## src/rtl/core/tes_pkg.sv

```systemverilog
package tes_pkg;

	// Widths and stage counts of the pipelined square root and the restoring dividers.
	localparam int RAD_W      = 64;
	localparam int ROOT_W     = RAD_W / 2;
	localparam int SQ_STAGES  = ROOT_W;
	localparam int DIV_W      = 76;
	localparam int DVS_W      = 32;
	localparam int DIV_STAGES = DIV_W;

	typedef struct packed {
		logic signed [19:0] x_first;
		logic signed [19:0] y_first;
		logic signed [19:0] x_second;
		logic signed [19:0] y_second;
		logic [23:0]        area;
		logic [23:0]        modulus;
		logic signed [23:0] thermal_strain;
	} elem_t;

	typedef struct packed {
		logic signed [63:0] stiff_cc;
		logic signed [63:0] stiff_cs;
		logic signed [63:0] stiff_ss;
		logic signed [63:0] load_x;
		logic signed [63:0] load_y;
		logic               zero_length;
	} result_t;

endpackage

```

## src/rtl/core/tes_sqrt.sv

```systemverilog
module tes_sqrt import tes_pkg::*; (
	input  logic              clk,
	input  logic              en,
	input  logic [RAD_W-1:0]  rad,
	output logic [ROOT_W-1:0] root
);

	// One result bit per stage, classic digit-by-digit square root.
	logic [RAD_W-1:0]  rad_s  [SQ_STAGES];
	logic [ROOT_W+1:0] rem_s  [SQ_STAGES];
	logic [ROOT_W-1:0] root_s [SQ_STAGES];

	for (genvar k = 0; k < SQ_STAGES; k++) begin : g_stage
		logic [RAD_W-1:0]  rad_in;
		logic [ROOT_W+1:0] rem_in;
		logic [ROOT_W-1:0] root_in;
		logic [ROOT_W+3:0] acc;
		logic [ROOT_W+3:0] trial;
		logic              ge;

		if (k == 0) begin : g_first
			assign rad_in  = rad;
			assign rem_in  = '0;
			assign root_in = '0;
		end else begin : g_next
			assign rad_in  = rad_s[k-1];
			assign rem_in  = rem_s[k-1];
			assign root_in = root_s[k-1];
		end

		always_comb begin
			acc   = {rem_in, rad_in[RAD_W-1 -: 2]};
			trial = {2'b00, root_in, 2'b01};
			ge    = (acc >= trial);
		end

		always_ff @(posedge clk) begin
			if (en) begin
				rad_s[k]  <= {rad_in[RAD_W-3:0], 2'b00};
				rem_s[k]  <= ge ? (ROOT_W+2)'(acc - trial) : acc[ROOT_W+1:0];
				root_s[k] <= {root_in[ROOT_W-2:0], ge};
			end
		end
	end

	assign root = root_s[SQ_STAGES-1];

endmodule

```

## config.mk

```make
export PLATFORM = sky130hd
export DESIGN_NAME = tes_sqrt
export DESIGN_NICKNAME = d
export VERILOG_FILES = /design/src/rtl/core/tes_pkg.sv /design/src/rtl/core/tes_sqrt.sv
export SDC_FILE = /design/constraint.sdc
export NUM_CORES = 2
export LEC_CHECK = 0
export BUFFER_PORTS_ARGS = -buffer_cell sky130_fd_sc_hd__buf_2
export CORE_AREA = 3 3 549 551
export CTS_CLUSTER_DIAMETER = 40
export DETAILED_ROUTE_END_ITERATION = 8
export DIE_AREA = 0 0 552 554
export SLEW_MARGIN = 20
export SYNTH_ARGS = -nofsm -noshare
export SYNTH_HDL_FRONTEND = slang
export SYNTH_MEMORY_MAX_BITS = 65536
export SYNTH_SLANG_ARGS = --single-unit
```

## constraint.sdc

```tcl
create_clock -name clk -period 5.5 [get_ports clk]
set_input_delay 0.275 -clock clk [delete_from_list [all_inputs] [get_ports clk]]
set_output_delay 0.275 -clock clk [all_outputs]
set_load 0.02 [all_outputs]
```

# Word-level counts from Yosys, hierarchy flattened
# Memories as Yosys holds them, arrays and structs flattened.
# Cells that the tools add are included.
[word_totals]
mem_count = 3
in_bits = 66
reg_bits = 0
ram_bits = 4096
word_cells = 101
out_inout_bits = 32
[mem_list]
columns = ["name", "words", "word_bits", "read_ports", "rd_clocked_by_memory_dff", "wr", "line", "text"]
rows = [
  ["rad_s", 32, 62, 31, 0, 32, "tes_sqrt.sv:9", "logic [RAD_W-1:0] rad_s [SQ_STAGES];"],
  ["rem_s", 32, 34, 31, 0, 32, "tes_sqrt.sv:10", "logic [ROOT_W+1:0] rem_s [SQ_STAGES];"],
  ["root_s", 32, 32, 32, 0, 32, "tes_sqrt.sv:11", "logic [ROOT_W-1:0] root_s [SQ_STAGES];"],
]
[op_classes]
mux = 34
order_cmp = 32
n_addsub = 32
[ops]
columns = ["op", "n"]
rows = [
  ["36-bit by 34-bit >= comparator with 1-bit output", 31],
  ["34-bit two-way mux", 32],
  ["34-bit subtractor", 31],
  ["2-bit by 1-bit subtractor with 3-bit output (second input constant)", 1],
  ["2-bit by 1-bit >= comparator with 1-bit output (second input constant)", 1],
  ["1-bit two-way mux", 2],
]

# Logic depth before layout (Yosys ltp)
# An unclocked memory read counts as a cell.
[depth]
ltp_word = 3
mapped_depth = 15
ltp_nobuf = 12

# Worst setup path after synthesis
# Ideal clock, no wire load.
[synth_timing]
path_type = "reg2reg"
start = "memory rem_s[21][0] in the netlist's numbering"
end = "memory rem_s[22][14] in the netlist's numbering, data pin"
arrival_ns = 2.892
setup_slack_ns = 2.348
synth_period_minus_slack_ns = 3.152
required_ns = 5.240
stages_incl_launch_ff = 11
path_buffers = 1
setup_ns = 0.260
path_cell_list = "edfxtp_1 -> ha_1 -> nor2b_1 -> o21ai_1 -> a21oi_1 -> o41ai_1 -> a21oi_1 -> a211o_1 -> a31oi_2 -> buf_2 -> mux2_2"
[synth_rtl]
columns = ["element", "line"]
rows = [
  ["start: declaration", "tes_sqrt.sv:10"],
]

==> impl_metrics.ini <==
[finish]
nNetsFinal = 10328
final_cells = 13977
nFillCells = 26246
fin_area_sq_um = 138100
utilization_pct = 46.54
multi_input_area_sq_um = 39250
drive_above_1_share_pct = 9.694
seqCellArea_sq_um = 75760
area_delta_synth_final_pct = 16.61

[placed_design]
gp_congestion = 0.8866
dpl_cell_area_sq_um = 123900
dpl.hpwl_um = 178300
dp.cells = 13169
port_buffers = 97

[cts]
cts_root_buf = clkbuf_16
cts_setup_buffers = 0
cts_buffers = 385
clk_pin_slew_ns = 0.06
clockBufferDepth = 4
clk_latency_ns = 0.90
cts_tree = built
cts-htree-levels = 5
cts.sinks = 2523

[global_routing]
overflow = 0
first_global_vias = 73161
antenna_found_initial = 2
grt_first_pass_wirelength_um = 395100
grt_max_degree = 185
track_usage_pct = 15.86

[die]
die_w_um = 552
io_pins = 98
start_util_pct = 39.91
coreArea_sq_um = 296800
die_h_um = 554
num_rows = 200
dieArea_sq_um = 305800

[drt]
met3_length_um = 9943
wl_met1_um = 105200
dr.pass1.iters = 6
wl_met2_um = 125300
drc = 0
ant_nets = 0
vias = 72720
wl_um = 248900
via_per_inst = 5.203
routed.top_layer = met4
wl_per_cell_um = 17.81
drtIter0Drc = 4990

[sta]
setup_tns_ns = 0
hold_viol_final = 0
worstMarginPinSlew_ns = 1.105
skew_ns = 0.05110
period_share_pct = 76.18
max_slew_margin_pct = 24.45
finalCriticalPeriod_ns = 4.190
slew_violations = 0
clock.fmax_mhz = 238.7
rsz0062_at_grt = false
setup_viol = 0

[worst_setup_path]
cp.arrival_ns = 4.83
critPathBufInv = 1
crit_fanout = 40
critical_path_class = reg2reg
crit_path_frequent_cell = a31oi_1
max_stage_delay_ns = 0.78
path_cells = ha_1 > nor2b_1 > o211ai_1 > a31oi_1 > o21ai_0 > nand2b_1 > a31oi_1 > nor2_4 > inv_1 > a31o_2
endpoint_kind = flop
crit_required_ns = 6.14
r2r_slack_ns = 1.31
critical_path.startpoint_type = flop
path_delay_family = compound AO/OA/AOI/OAI gates
slowest_stage = nor2_4

[power]
p_sw_share_pct = 28.29
p_comb_share_pct = 18.1
cellLeakagePower_nw = 52.96
p_sw_w = 0.01751
seqPwrFrac_pct = 41.9
power_per_cell_area_nw_per_um2 = 448.3
p_total_w = 0.06192
peakVddDrop_v = 0.0002626
p_int_w = 0.04440
clkPwrFrac_pct = 40.0

[run_status]
status = finished, final reports clean

[synthesis]
async_flop_share_pct = 0
syn_nets = 9886
ys_types = 101
syn_area_per_cell_sq_um = 12.79
yosysSeqAreaShare_pct = 63.96
ys_seq_elements = 2523
syn-cell-area_sq_um = 118400
yosysWarnings = 0
synth_ff_type = edfxtp_1
synth-edff-count = 2523
netlist_instances = 9258

[worst_hold_path]
hold_class = in2reg

[flow_run]
maxCapViolCount = 0
routing by layer:
metal / GRT usage, % / vias up
li1: - / 35392
met3: 2.141 / 530
met4: 5.884 / 0
met2: 28.07 / 1668
met5: 0 / -
met1: 19.73 / 35130
worst register-to-register path, stage by stage, from the launching register on:
cell and delay [ns]:
edfxtp_1 0.40, ha_1 0.38, nor2b_1 0.17, o211ai_1 0.20, a31oi_1 0.16, o21ai_0 0.75
nand2b_1 0.21, a31oi_1 0.15, nor2_4 0.78, inv_1 0.40, a31o_2 0.33
state kept, by name (all words and copies together), names as in the netlist:
| register | count |
|---|---|
| rad_s | 992 |
| rem_s | 1003 |
| root_s | 528 |
power groups by stage:
stage	clock, W	combinational, W	sequential, W
2_1_floorplan	0	0.00817	0.0256
3_5_place_dp	0	0.0111	0.0264
6_report	0.0248	0.0112	0.0260
3_3_place_gp	0	0.0110	0.0264
4_1_cts	0.0255	0.0112	0.0260
5_1_grt	0.0263	0.0125	0.0262
per-stage QoR:
step	hold WS, ns	worst slack, ns
floorplan	0.3739	2.348
global placement	0.4003	1.509
detailed placement	0.4045	1.445
CTS	0.001563	1.401
global route	0.03432	1.023
finish	0.08386	1.310
final timing paths:
| check | end | startpoint | depth (start not counted) |
|---|---|---|---|
| setup / recovery | rem_s[30][10]$_DFFE_PP_ | rem_s[29][0]$_DFFE_PP_ | 10 |
| hold / removal | rad_s[0][51]$_DFFE_PP_ | rad[51] | 2 |
| setup reg to reg | rem_s[30][10]$_DFFE_PP_ | rem_s[29][0]$_DFFE_PP_ | 10 |
| hold reg to reg | rad_s[17][37]$_DFFE_PP_ | rad_s[16][35]$_DFFE_PP_ | 0 |
kinds of logic after synthesis:
group	Yosys count	share of synthesized area (%)
multiplexers	49	0.4574
AO/OA/AOI/OAI	1939	10.29
flip-flops	2523	63.96
buffers and inverters	910	2.948
AND/OR/NAND/NOR	2453	10.33
adder cells (fa/ha/maj)	562	5.937
XOR/XNOR	821	6.071
other	1	0.003166
layout by cell type, fill, tap and decap left out, drive strengths merged, types with 31 or more instances in the layout:
cell,n
a211oi,67
a21o,281
a21oi,558
a31oi,49
and3,68
buf,157
bufinv,48
clkbuf,423
clkinv,143
clkinvlp,39
dlygate4sd3,83
edfxtp,2523
ha,562
inv,796
mux2,41
nand2,656
nand2b,105
nand3,169
nand3b,31
nand4,111
nor2,546
nor2b,88
nor3,242
nor4,128
o211ai,37
o21a,111
o21ai,500
o21bai,43
o31ai,80
or2,62
or3,87
or4,46
xnor2,396
xor2,425
cell type report:
| cell class | count | share of cell area (%) |
|---|---|---|
| antenna | 1 | 0.001812 |
| clock buffer | 423 | 7.124 |
| clock inverter | 301 | 2.607 |
| inverter | 725 | 1.970 |
| multi-input combinational | 5825 | 28.42 |
| sequential | 2523 | 54.85 |
| tap | 3939 | 3.568 |
| timing repair buffer | 240 | 1.462 |
cell usage after synthesis, types with 145 or more instances:
cell type / n / share of area, %
xor2_1: 425 / 3.1
nor3_1: 242 / 1.0
nor2_1: 545 / 1.7
xnor2_1: 396 / 2.9
a21oi_1: 557 / 2.4
clkbuf_1: 145 / 0.46
nand2_1: 656 / 2.1
o21ai_0: 472 / 2.0
nand3_1: 169 / 0.71
ha_1: 562 / 5.9
inv_1: 718 / 2.3
a21o_1: 281 / 1.8
edfxtp_1: 2523 / 64
repair_timing:
| item | 4_1_cts | 5_1_grt |
|---|---|---|
| hold buffers | 83 | 0 |
| hold endpoints to repair | 97 | 0 |
| resized for setup | 0 | 0 |
Power figures use the tool's default switching activity.
